$ cat config.mk
export PLATFORM = sky130hd
export DESIGN_NAME = peer_table_with_aging_core
export DESIGN_NICKNAME = d
export VERILOG_FILES = /design/src/ptwa_pkg.sv /design/src/ptwa_datapath.sv /design/src/ptwa_control.sv /design/src/peer_table_with_aging_core.sv
export SDC_FILE = /design/constraint.sdc
export NUM_CORES = 2
export LEC_CHECK = 0
export CORE_UTILIZATION = 50
export DETAILED_ROUTE_END_ITERATION = 16
export DONT_BUFFER_PORTS = 1
export PLACE_DENSITY = 0.67
export SLEW_MARGIN = 20
export SYNTH_ARGS = -nofsm -noshare
export SYNTH_HDL_FRONTEND = slang
export SYNTH_SLANG_ARGS = --single-unit
$ cat constraint.sdc
create_clock -name clock -period 25.4 [get_ports clock]
set_clock_uncertainty 0.1 [all_clocks]
set_input_delay 2.54 -clock clock [delete_from_list [all_inputs] [get_ports clock]]
set_output_delay 2.54 -clock clock [all_outputs]
set_load 0.05 [all_outputs]
$ cat src/ptwa_pkg.sv
package ptwa_pkg;

   localparam int TABLE_DEPTH = 8;
   localparam int IDX_W = 3;
   localparam int CNT_W = 4;

   typedef enum logic [1:0] {
      CMD_BEACON = 2'd0,
      CMD_SWEEP  = 2'd1,
      CMD_READ   = 2'd2,
      CMD_NONE   = 2'd3
   } cmd_type;

   typedef enum logic [2:0] {
      ST_UPDATED  = 3'd0,
      ST_INSERTED = 3'd1,
      ST_EVICTED  = 3'd2,
      ST_WEAK     = 3'd3,
      ST_OWN      = 3'd4,
      ST_DONE     = 3'd5,
      ST_BAD      = 3'd6
   } status_type;

   typedef enum logic [2:0] {
      FSM_IDLE,
      FSM_SCAN,
      FSM_SHIFT,
      FSM_WRITE,
      FSM_RESULT
   } fsm_type;

   localparam logic [1:0] REG_OWN_ID    = 2'd0;
   localparam logic [1:0] REG_FLOOR     = 2'd1;
   localparam logic [1:0] REG_TTL       = 2'd2;
   localparam logic [1:0] REG_THRESHOLD = 2'd3;

   typedef struct packed {
      logic [1:0]  cmd;
      logic [31:0] now_time;
      logic [31:0] beacon_id;
      logic signed [7:0] signal;
      logic [15:0] capabilities;
      logic [7:0]  radio_slot;
      logic [2:0]  entry_index;
   } req_word_type;

   typedef struct packed {
      logic [2:0]  status;
      logic [2:0]  position;
      logic        newly_qualified;
      logic signed [7:0] avg_signal;
      logic [31:0] entry_id;
      logic [15:0] entry_caps;
      logic [7:0]  entry_slot;
      logic [7:0]  entry_hits;
      logic        entry_qualified;
      logic [3:0]  occupancy;
      logic [3:0]  removed;
   } rsp_word_type;

   typedef struct packed {
      logic load;
      logic scan_start;
      logic scan_step;
      logic shift_step;
      logic write;
      logic result;
   } ctl_type;

   typedef struct packed {
      logic        scan_last;
      logic        shift_last;
      logic        need_shift;
      logic        need_write;
   } sts_type;

   function automatic logic signed [7:0] quarter_to_dbm(input logic signed [10:0] q);
      logic signed [10:0] t;
      begin
         t = q + (q[10] ? 11'sd3 : 11'sd0);
         return t[9:2];
      end
   endfunction

endpackage

$ cat src/ptwa_datapath.sv
module ptwa_datapath (
   input  logic clock,
   input  logic reset,
   input  ptwa_pkg::ctl_type ctl,
   output ptwa_pkg::sts_type sts,
   input  ptwa_pkg::req_word_type req_word,
   input  logic [31:0] own_id,
   input  logic signed [7:0] signal_floor,
   input  logic [31:0] time_to_live,
   input  logic [7:0] hit_threshold,
   output ptwa_pkg::rsp_word_type rsp_word
);

   logic [31:0] ids_ff [ptwa_pkg::TABLE_DEPTH];
   logic [31:0] seen_ff [ptwa_pkg::TABLE_DEPTH];
   logic signed [10:0] avgq_ff [ptwa_pkg::TABLE_DEPTH];
   logic [15:0] caps_ff [ptwa_pkg::TABLE_DEPTH];
   logic [7:0] slot_ff [ptwa_pkg::TABLE_DEPTH];
   logic [7:0] hits_ff [ptwa_pkg::TABLE_DEPTH];
   logic qual_ff [ptwa_pkg::TABLE_DEPTH];

   ptwa_pkg::req_word_type req_ff;
   logic [ptwa_pkg::CNT_W-1:0] count_ff, count_in;
   logic [ptwa_pkg::IDX_W-1:0] scan_ff, scan_in;
   logic [ptwa_pkg::IDX_W-1:0] sh_ff, sh_in;
   logic [ptwa_pkg::IDX_W-1:0] pos_ff, pos_in;
   logic found_ff, found_in;
   logic [31:0] wage_ff, wage_in;
   logic [ptwa_pkg::IDX_W-1:0] worst_ff, worst_in;
   logic [ptwa_pkg::CNT_W-1:0] removed_ff, removed_in;
   logic [2:0] status_ff, status_in;
   logic nq_ff;
   ptwa_pkg::rsp_word_type rsp_ff, rsp_in;

   logic [31:0] age;
   logic expired;
   logic hit;
   logic signed [7:0] dbm_i, dbm_w;
   logic signed [10:0] sig4, diff, upd_q;
   logic signed [10:0] dq;
   logic [7:0] new_hits;
   logic new_qual;
   logic [ptwa_pkg::IDX_W-1:0] wpos;
   logic in_table;

   assign in_table = {1'b0, scan_ff} < count_ff;
   assign hit = in_table && ids_ff[scan_ff] == req_ff.beacon_id;
   assign age = req_ff.now_time - seen_ff[scan_ff];
   assign expired = age >= time_to_live;
   assign dbm_i = ptwa_pkg::quarter_to_dbm(avgq_ff[scan_ff]);
   assign dbm_w = ptwa_pkg::quarter_to_dbm(avgq_ff[worst_ff]);
   assign sig4 = {{1{req_ff.signal[7]}}, req_ff.signal, 2'b00};
   assign diff = sig4 - avgq_ff[pos_ff];
   assign dq = (diff + (diff[10] ? 11'sd3 : 11'sd0)) >>> 2;
   assign upd_q = avgq_ff[pos_ff] + dq;

   always_comb begin
      count_in = count_ff;
      scan_in = scan_ff;
      sh_in = sh_ff;
      pos_in = pos_ff;
      found_in = found_ff;
      wage_in = wage_ff;
      worst_in = worst_ff;
      removed_in = removed_ff;
      status_in = status_ff;
      if (ctl.load) begin
         scan_in = '0;
         found_in = 1'b0;
         wage_in = '0;
         worst_in = '0;
         removed_in = '0;
         pos_in = count_ff[ptwa_pkg::IDX_W-1:0];
         status_in = ptwa_pkg::ST_DONE;
      end
      if (ctl.scan_start) begin
         scan_in = '0;
      end
      if (ctl.scan_step) begin
         case (req_ff.cmd)
            ptwa_pkg::CMD_BEACON: begin
               if (!found_ff && hit) begin
                  found_in = 1'b1;
                  pos_in = scan_ff;
               end
               if (in_table && (age > wage_ff ||
                   (age == wage_ff && dbm_i < dbm_w))) begin
                  wage_in = age;
                  worst_in = scan_ff;
               end
               scan_in = scan_ff + 1'b1;
            end
            ptwa_pkg::CMD_SWEEP: begin
               if (in_table && expired) begin
                  sh_in = scan_ff;
               end else begin
                  scan_in = scan_ff + 1'b1;
               end
            end
            default: ;
         endcase
      end
      if (ctl.shift_step) begin
         if ({1'b0, sh_ff} + 1'b1 >= count_ff) begin
            count_in = count_ff - 1'b1;
            removed_in = removed_ff + 1'b1;
         end else begin
            sh_in = sh_ff + 1'b1;
         end
      end
      if (ctl.write) begin
         if (found_ff) begin
            status_in = ptwa_pkg::ST_UPDATED;
         end else begin
            status_in = (removed_ff != '0) ? ptwa_pkg::ST_EVICTED : ptwa_pkg::ST_INSERTED;
            pos_in = count_ff[ptwa_pkg::IDX_W-1:0];
            count_in = count_ff + 1'b1;
         end
      end
   end

   assign wpos = found_ff ? pos_ff : count_ff[ptwa_pkg::IDX_W-1:0];
   assign new_hits = found_ff ? ((hits_ff[pos_ff] == 8'hFF) ? 8'hFF : hits_ff[pos_ff] + 8'd1)
                              : 8'd1;
   assign new_qual = !(found_ff && qual_ff[pos_ff]) && new_hits >= hit_threshold;

   always_comb begin
      sts.scan_last = (scan_ff == ptwa_pkg::IDX_W'(ptwa_pkg::TABLE_DEPTH - 1)) ||
                      ({1'b0, scan_ff} + 1'b1 >= count_ff);
      sts.need_shift = 1'b0;
      sts.need_write = 1'b0;
      case (req_ff.cmd)
         ptwa_pkg::CMD_BEACON: begin
            sts.need_write = 1'b1;
            sts.need_shift = !found_ff && !hit &&
                             count_ff == ptwa_pkg::CNT_W'(ptwa_pkg::TABLE_DEPTH);
         end
         ptwa_pkg::CMD_SWEEP: begin
            sts.need_shift = in_table && expired;
            sts.scan_last = !in_table ||
                            (!expired && {1'b0, scan_ff} + 1'b1 >= count_ff);
         end
         default: ;
      endcase
      sts.shift_last = {1'b0, sh_ff} + 1'b1 >= count_ff;
   end

   always_ff @(posedge clock) begin
      if (reset) begin
         count_ff <= '0;
      end else begin
         count_ff <= count_in;
      end
      if (ctl.load) begin
         req_ff <= req_word;
      end
      scan_ff <= scan_in;
      pos_ff <= pos_in;
      found_ff <= found_in;
      wage_ff <= wage_in;
      worst_ff <= worst_in;
      removed_ff <= removed_in;
      status_ff <= status_in;
      if (ctl.scan_step && req_ff.cmd == ptwa_pkg::CMD_BEACON && sts.scan_last &&
          sts.need_shift) begin
         sh_ff <= worst_in;
      end else begin
         sh_ff <= sh_in;
      end
      if (ctl.shift_step && !sts.shift_last) begin
         ids_ff[sh_ff] <= ids_ff[sh_ff + 1'b1];
         seen_ff[sh_ff] <= seen_ff[sh_ff + 1'b1];
         avgq_ff[sh_ff] <= avgq_ff[sh_ff + 1'b1];
         caps_ff[sh_ff] <= caps_ff[sh_ff + 1'b1];
         slot_ff[sh_ff] <= slot_ff[sh_ff + 1'b1];
         hits_ff[sh_ff] <= hits_ff[sh_ff + 1'b1];
         qual_ff[sh_ff] <= qual_ff[sh_ff + 1'b1];
      end
      if (ctl.write) begin
         ids_ff[wpos] <= req_ff.beacon_id;
         seen_ff[wpos] <= req_ff.now_time;
         avgq_ff[wpos] <= found_ff ? upd_q : sig4;
         caps_ff[wpos] <= req_ff.capabilities;
         slot_ff[wpos] <= req_ff.radio_slot;
         hits_ff[wpos] <= new_hits;
         qual_ff[wpos] <= (found_ff && qual_ff[pos_ff]) || new_qual;
         nq_ff <= new_qual;
      end else if (ctl.load) begin
         nq_ff <= 1'b0;
      end
   end

   always_comb begin
      rsp_in = '0;
      rsp_in.occupancy = count_ff;
      rsp_in.removed = removed_ff;
      case (req_ff.cmd)
         ptwa_pkg::CMD_BEACON: begin
            if (req_ff.signal < signal_floor) begin
               rsp_in.status = ptwa_pkg::ST_WEAK;
               rsp_in.removed = '0;
            end else if (req_ff.beacon_id == own_id) begin
               rsp_in.status = ptwa_pkg::ST_OWN;
               rsp_in.removed = '0;
            end else begin
               rsp_in.status = status_ff;
               rsp_in.position = pos_ff;
               rsp_in.newly_qualified = nq_ff;
               rsp_in.avg_signal = ptwa_pkg::quarter_to_dbm(avgq_ff[pos_ff]);
               rsp_in.entry_id = ids_ff[pos_ff];
               rsp_in.entry_caps = caps_ff[pos_ff];
               rsp_in.entry_slot = slot_ff[pos_ff];
               rsp_in.entry_hits = hits_ff[pos_ff];
               rsp_in.entry_qualified = qual_ff[pos_ff];
            end
         end
         ptwa_pkg::CMD_SWEEP: rsp_in.status = ptwa_pkg::ST_DONE;
         ptwa_pkg::CMD_READ: begin
            if ({1'b0, req_ff.entry_index} < count_ff) begin
               rsp_in.status = ptwa_pkg::ST_DONE;
               rsp_in.position = req_ff.entry_index;
               rsp_in.avg_signal =
                  ptwa_pkg::quarter_to_dbm(avgq_ff[req_ff.entry_index]);
               rsp_in.entry_id = ids_ff[req_ff.entry_index];
               rsp_in.entry_caps = caps_ff[req_ff.entry_index];
               rsp_in.entry_slot = slot_ff[req_ff.entry_index];
               rsp_in.entry_hits = hits_ff[req_ff.entry_index];
               rsp_in.entry_qualified = qual_ff[req_ff.entry_index];
            end else begin
               rsp_in.status = ptwa_pkg::ST_BAD;
            end
         end
         default: rsp_in.status = ptwa_pkg::ST_BAD;
      endcase
   end

   always_ff @(posedge clock) begin
      if (ctl.result) begin
         rsp_ff <= rsp_in;
      end
   end

   assign rsp_word = rsp_ff;

endmodule

$ cat src/ptwa_control.sv
module ptwa_control (
   input  logic clock,
   input  logic reset,
   input  logic req_valid,
   output logic req_stall,
   input  ptwa_pkg::req_word_type req_word,
   input  logic [31:0] own_id,
   input  logic signed [7:0] signal_floor,
   output logic rsp_valid,
   input  logic rsp_stall,
   output ptwa_pkg::ctl_type ctl,
   input  ptwa_pkg::sts_type sts
);

   ptwa_pkg::fsm_type state_ff, state_in;
   logic valid_ff, valid_in;
   logic go_ff, go_in;
   logic accept;

   assign req_stall = (state_ff != ptwa_pkg::FSM_IDLE);
   assign accept = req_valid && !req_stall;
   assign rsp_valid = valid_ff;

   always_comb begin
      state_in = state_ff;
      valid_in = valid_ff && rsp_stall;
      go_in = go_ff;
      ctl = '0;
      case (state_ff)
         ptwa_pkg::FSM_IDLE: begin
            if (accept) begin
               ctl.load = 1'b1;
               go_in = (req_word.cmd == ptwa_pkg::CMD_SWEEP) ||
                       (req_word.cmd == ptwa_pkg::CMD_BEACON &&
                        !(req_word.signal < signal_floor) &&
                        req_word.beacon_id != own_id);
               state_in = ptwa_pkg::FSM_SCAN;
            end
         end
         ptwa_pkg::FSM_SCAN: begin
            if (!go_ff) begin
               state_in = ptwa_pkg::FSM_RESULT;
            end else begin
               ctl.scan_step = 1'b1;
               if (sts.need_shift && !sts.need_write) begin
                  state_in = ptwa_pkg::FSM_SHIFT;
               end else if (sts.scan_last) begin
                  if (sts.need_shift) begin
                     state_in = ptwa_pkg::FSM_SHIFT;
                  end else if (sts.need_write) begin
                     state_in = ptwa_pkg::FSM_WRITE;
                  end else begin
                     state_in = ptwa_pkg::FSM_RESULT;
                  end
               end
            end
         end
         ptwa_pkg::FSM_SHIFT: begin
            ctl.shift_step = 1'b1;
            if (sts.shift_last) begin
               state_in = sts.need_write ? ptwa_pkg::FSM_WRITE : ptwa_pkg::FSM_SCAN;
            end
         end
         ptwa_pkg::FSM_WRITE: begin
            ctl.write = 1'b1;
            state_in = ptwa_pkg::FSM_RESULT;
         end
         ptwa_pkg::FSM_RESULT: begin
            if (!valid_ff || !rsp_stall) begin
               ctl.result = 1'b1;
               valid_in = 1'b1;
               state_in = ptwa_pkg::FSM_IDLE;
            end
         end
         default: state_in = ptwa_pkg::FSM_IDLE;
      endcase
   end

   always_ff @(posedge clock) begin
      if (reset) begin
         state_ff <= ptwa_pkg::FSM_IDLE;
         valid_ff <= 1'b0;
         go_ff <= 1'b0;
      end else begin
         state_ff <= state_in;
         valid_ff <= valid_in;
         go_ff <= go_in;
      end
   end

endmodule

$ cat src/peer_table_with_aging_core.sv
// Neighbor table of up to eight peers, ordered by arrival, with least recently seen
// eviction and a timeout sweep. A beacon scans the entries one by one, then, when the
// table is full and the peer is new, compacts the table by shifting entries down,
// then writes the entry, then registers the result. A sweep alternates between
// scanning and shifting out each expired entry. A read or a refused beacon skips the
// scan and goes straight to the result. One word is processed at a time; the result
// register lets the next word enter while the last result waits to be taken.
module peer_table_with_aging_core (
   input  logic clock,
   input  logic reset,
   input  logic req_valid,
   output logic req_stall,
   input  ptwa_pkg::req_word_type req_word,
   output logic rsp_valid,
   input  logic rsp_stall,
   output ptwa_pkg::rsp_word_type rsp_word,
   input  logic csr_psel,
   input  logic csr_penable,
   input  logic csr_pwrite,
   input  logic [3:0] csr_paddr,
   input  logic [31:0] csr_pwdata,
   output logic [31:0] csr_prdata,
   output logic csr_pready
);

   logic [31:0] own_id_ff;
   logic signed [7:0] floor_ff;
   logic [31:0] ttl_ff;
   logic [7:0] thresh_ff;
   logic wr;
   ptwa_pkg::ctl_type ctl;
   ptwa_pkg::sts_type sts;

   assign csr_pready = 1'b1;
   assign wr = csr_psel && csr_penable && csr_pwrite;

   always_ff @(posedge clock) begin
      if (reset) begin
         own_id_ff <= '0;
         floor_ff <= -8'sd90;
         ttl_ff <= 32'd30000;
         thresh_ff <= 8'd3;
      end else if (wr) begin
         case (csr_paddr[3:2])
            ptwa_pkg::REG_OWN_ID:    own_id_ff <= csr_pwdata;
            ptwa_pkg::REG_FLOOR:     floor_ff <= csr_pwdata[7:0];
            ptwa_pkg::REG_TTL:       ttl_ff <= csr_pwdata;
            ptwa_pkg::REG_THRESHOLD: thresh_ff <= csr_pwdata[7:0];
            default: ;
         endcase
      end
   end

   always_comb begin
      case (csr_paddr[3:2])
         ptwa_pkg::REG_OWN_ID:    csr_prdata = own_id_ff;
         ptwa_pkg::REG_FLOOR:     csr_prdata = {{24{floor_ff[7]}}, floor_ff};
         ptwa_pkg::REG_TTL:       csr_prdata = ttl_ff;
         ptwa_pkg::REG_THRESHOLD: csr_prdata = {24'd0, thresh_ff};
         default:                 csr_prdata = '0;
      endcase
   end

   ptwa_control u_control (
      .clock(clock), .reset(reset),
      .req_valid(req_valid), .req_stall(req_stall), .req_word(req_word),
      .own_id(own_id_ff), .signal_floor(floor_ff),
      .rsp_valid(rsp_valid), .rsp_stall(rsp_stall),
      .ctl(ctl), .sts(sts)
   );

   ptwa_datapath u_datapath (
      .clock(clock), .reset(reset),
      .ctl(ctl), .sts(sts), .req_word(req_word),
      .own_id(own_id_ff), .signal_floor(floor_ff),
      .time_to_live(ttl_ff), .hit_threshold(thresh_ff),
      .rsp_word(rsp_word)
   );

   a_stall_busy: assert property (@(posedge clock) disable iff (reset)
      rsp_valid && rsp_stall |=> rsp_valid) else $error("result dropped");
   a_occ: assert property (@(posedge clock) disable iff (reset)
      rsp_valid |-> rsp_word.occupancy <= 4'd8) else $error("occupancy overflow");
   a_rem: assert property (@(posedge clock) disable iff (reset)
      rsp_valid && rsp_word.status == ptwa_pkg::ST_EVICTED |-> rsp_word.removed == 4'd1)
      else $error("eviction count");

endmodule
==> summary.txt <==
Run
  • MaxCap Viol Count: 0

Global route
  • M2 GR Usage: 45.44%
  • Largest net degree at the start of global routing: 159
  • GRT overflow: 0
  • Tot GR Track Use: 28.10%
  • GR peak layer: met2
  • Global-route wire length before repair: 276.2 mm
  • Vias in the first global route: 40910
  • Initial antenna violation count: 13
  • Grt met3 use: 6.682%
  • Met1 GRT Util: 36.46%

Yosys
  • Post-Syn Area: 66350 um^2
  • Synth warn: 0
  • Top FF cell, synth: edfxtp_1
  • Most common cell in the netlist: edfxtp_1
  • FFs w/ async S/R, synth: 0%
  • Complex-gate fraction of the synthesized area: 5.767%
  • Sequential fraction of the synthesis area: 52.09%
  • Top post-synthesis cells by area: edfxtp_1 48%, mux4_2 24%, mux2i_1 5.2%
  • Synth Area in Adders: 3.342%
  • Yosys reg bits: 1198
  • Area leader, netlist: edfxtp_1
  • Yosys top cell area share: 47.84%
  • Synth Area in XOR/XNOR: 2.355%
  • Synth Area in Simple Gates: 4.509%
  • Post-synthesis mux area share: 29.36%
  • EDFF count, synth: 1057
  • Cells after Synth: 4359
  • Syn_area_per_cell: 15.22 um^2
  • Syn_nets: 4679
  • Largest family of logic cells by synthesized area: multiplexers
  • List of most frequent post-synthesis cells: 1057 x edfxtp_1, 698 x mux4_2, 371 x nand2_1
  • Count of different cell masters after synthesis: 80

Timing
  • Setup violators final: 0
  • Final hold vios: 0
  • Worst Max-Slew Pin Slew: 1.149 ns
  • Period utilization: 35.17%
  • Fin crit period: 8.934 ns
  • Max Slew Vio Count: 0
  • FMAX: 0.1119 GHz
  • Setup TNS: 0 ns
  • Hold WS: 0.3566 ns
  • RSZ-0062 raised after global routing: false
  • Slew margin rel.: 23.13%

Floorplan
  • Ports: 267
  • Die W: 366.3 um
  • Die H: 366.3 um
  • Placeable Area: 131600 um^2
  • Row count: 133
  • Total die area: 134200 um^2
  • Initial Util: 50.41%

Critical path
  • Endpoint class of the critical path: flip-flop
  • WS Path Type: reg2reg
  • Startpoint types: flip-flop
  • Crit path DAT: 9.49 ns
  • Reg2reg setup slack: 16.47 ns
  • CP max FO: 46
  • Worst path required time: 25.96 ns

Clocking
  • Clock latency at the later pin of the worst-skew pair: 0.78 ns
  • Root Buffer: clkbuf_16
  • CTS Buf Count: 136
  • Clock tree buffer depth: 3
  • Clk sinks: 1198
  • Cts repair resizes: 0
  • H-tree levels: 4
  • CTS tree: built
  • Clock-pin slew on the worst setup and hold paths: 0.06 ns
  • Postcts setup bufs: 0
  • Hold buffer count at cts: 0

Place
  • Number of port buffers: 0
  • Placed insts: 5884
  • Gpl congestion: 0.9101
  • Post-detail-place hpwl: 116.4 mm

Final layout
  • Final Instance Count excl. Fillers: 6140
  • Layout Nets: 4588
  • P&R area growth vs syn: 9.314%
  • Layout cells sized above 1: 23.28%
  • Layout Utilization: 55.10%

Route
  • WL final: 189.4 mm
  • Pre-antenna DRT Iters: 5
  • DRC Markers: 0
  • Via density: 6.765
  • Via Count: 41540
  • Antenna viol nets, final: 0
  • Avg WL per Cell: 30.84 um
  • Drt first-iter violations: 4919

Power and ir drop
  • Leak Pwr: 0.02402 uW
  • PD cells: 78.75 nW/um^2
  • Worst VDD drop: 0.07747 mV
  • Pwr Total: 5711 uW

Run status
  • Status: finished clean

Min path
  • Hold Path Class: reg2reg
==> registers in the layout, summed over array words and instances (netlist names), 64 cells and up, named ones only <==
name / flops
u_datapath.ids_ff: 256
u_datapath.seen_ff: 256
u_datapath.avgq_ff: 88
u_datapath.slot_ff: 64
u_datapath.hits_ff: 64
u_datapath.req_ff: 101
u_datapath.rsp_word: 88
u_datapath.caps_ff: 128
==> placed cells by master, fill, tap and decap left out, drive strengths merged, types with 13 or more instances in the layout <==
cell type / n
clkbuf: 172
nor3: 32
a21o: 49
nand4: 27
inv: 148
o211ai: 15
dfxtp: 141
nand2b: 18
nor4: 22
clkinv: 56
mux2i: 347
nand3: 15
ha: 174
o21ai: 180
o21a: 15
buf: 65
nor2: 114
xnor2: 111
o31ai: 29
a211oi: 13
o22ai: 78
mux4: 702
mux2: 16
nor2b: 27
a21oi: 177
xor2: 64
edfxtp: 1057
and2: 13
nand2: 371
==> stage by stage <==
stage               worst slack (ns)  area [um^2]
global route                   15.91        72510
CTS                            16.42        72490
global placement               16.49        68170
floorplan                      17.25        66350
detailed placement             16.45        68190
finish                         16.47        72530
==> cells by family after synthesis <==
| family | after synthesis |
|---|---|
| flops | 1198 |
| mux | 1065 |
| simple gates | 674 |
| compound gates | 631 |
| buf+inv | 438 |
| fa+ha+maj | 176 |
| xor+xnor | 176 |
| other cells | 1 |
==> worst max-delay path, stage by stage (launching register included) <==
cell and delay, ns:
dfxtp_4 0.75, buf_4 0.84, mux4_2 0.38, nand2_1 0.05
nand2_1 0.14, ha_1 0.18, inv_1 0.06, fa_1 0.42
a21o_1 0.21, a221oi_1 0.67, o21ai_0 0.37, a31o_2 0.33
a21o_1 0.21, a211oi_1 0.26, o21bai_1 0.11, a21oi_1 0.18
xnor2_1 0.16, ha_1 0.22, a21o_1 0.15, a21o_1 0.17
a211o_1 0.28, o211ai_1 0.08, a21oi_1 0.11, o31ai_1 0.73
a211oi_1 0.33, nor4b_1 0.79, mux2_2 0.42
==> final cells by class <==
cell class	instances	area, um^2
timing repair buffer	65	625.6
antenna	7	17.52
fill	10300	59100
inverter	144	550.5
multi-input combinational	2723	30240
sequential	1198	34590
clock inverter	76	638.1
tap	1755	2196
clock buffer	172	3665
==> worst paths after layout <==
check | from | end | depth (start not counted)
worst min register to register | u_control.go_ff | u_control.go_ff | 2
worst max-delay path | u_datapath.scan_ff[0] | u_datapath.sh_ff[2] | 26
worst min-delay path | u_control.go_ff | u_control.go_ff | 2
worst max register to register | u_datapath.scan_ff[0] | u_datapath.sh_ff[2] | 26
==> where the power goes <==
group          internal [uW]  switching, uW  leakage (uW)
clock                   1110            812       0.00209
combinational            613            770        0.0112
sequential              2320           95.3        0.0107
==> routing by layer <==
layer	up-vias	share of wire [%]	wire length (um)
met4	10	4.4	8252
met3	378	9.1	17270
met5	-	0.034	65
li1	17490	-	-
met2	2093	48	91610
met1	21570	38	72180
Note: power is estimated with default switching activity, not from simulation.
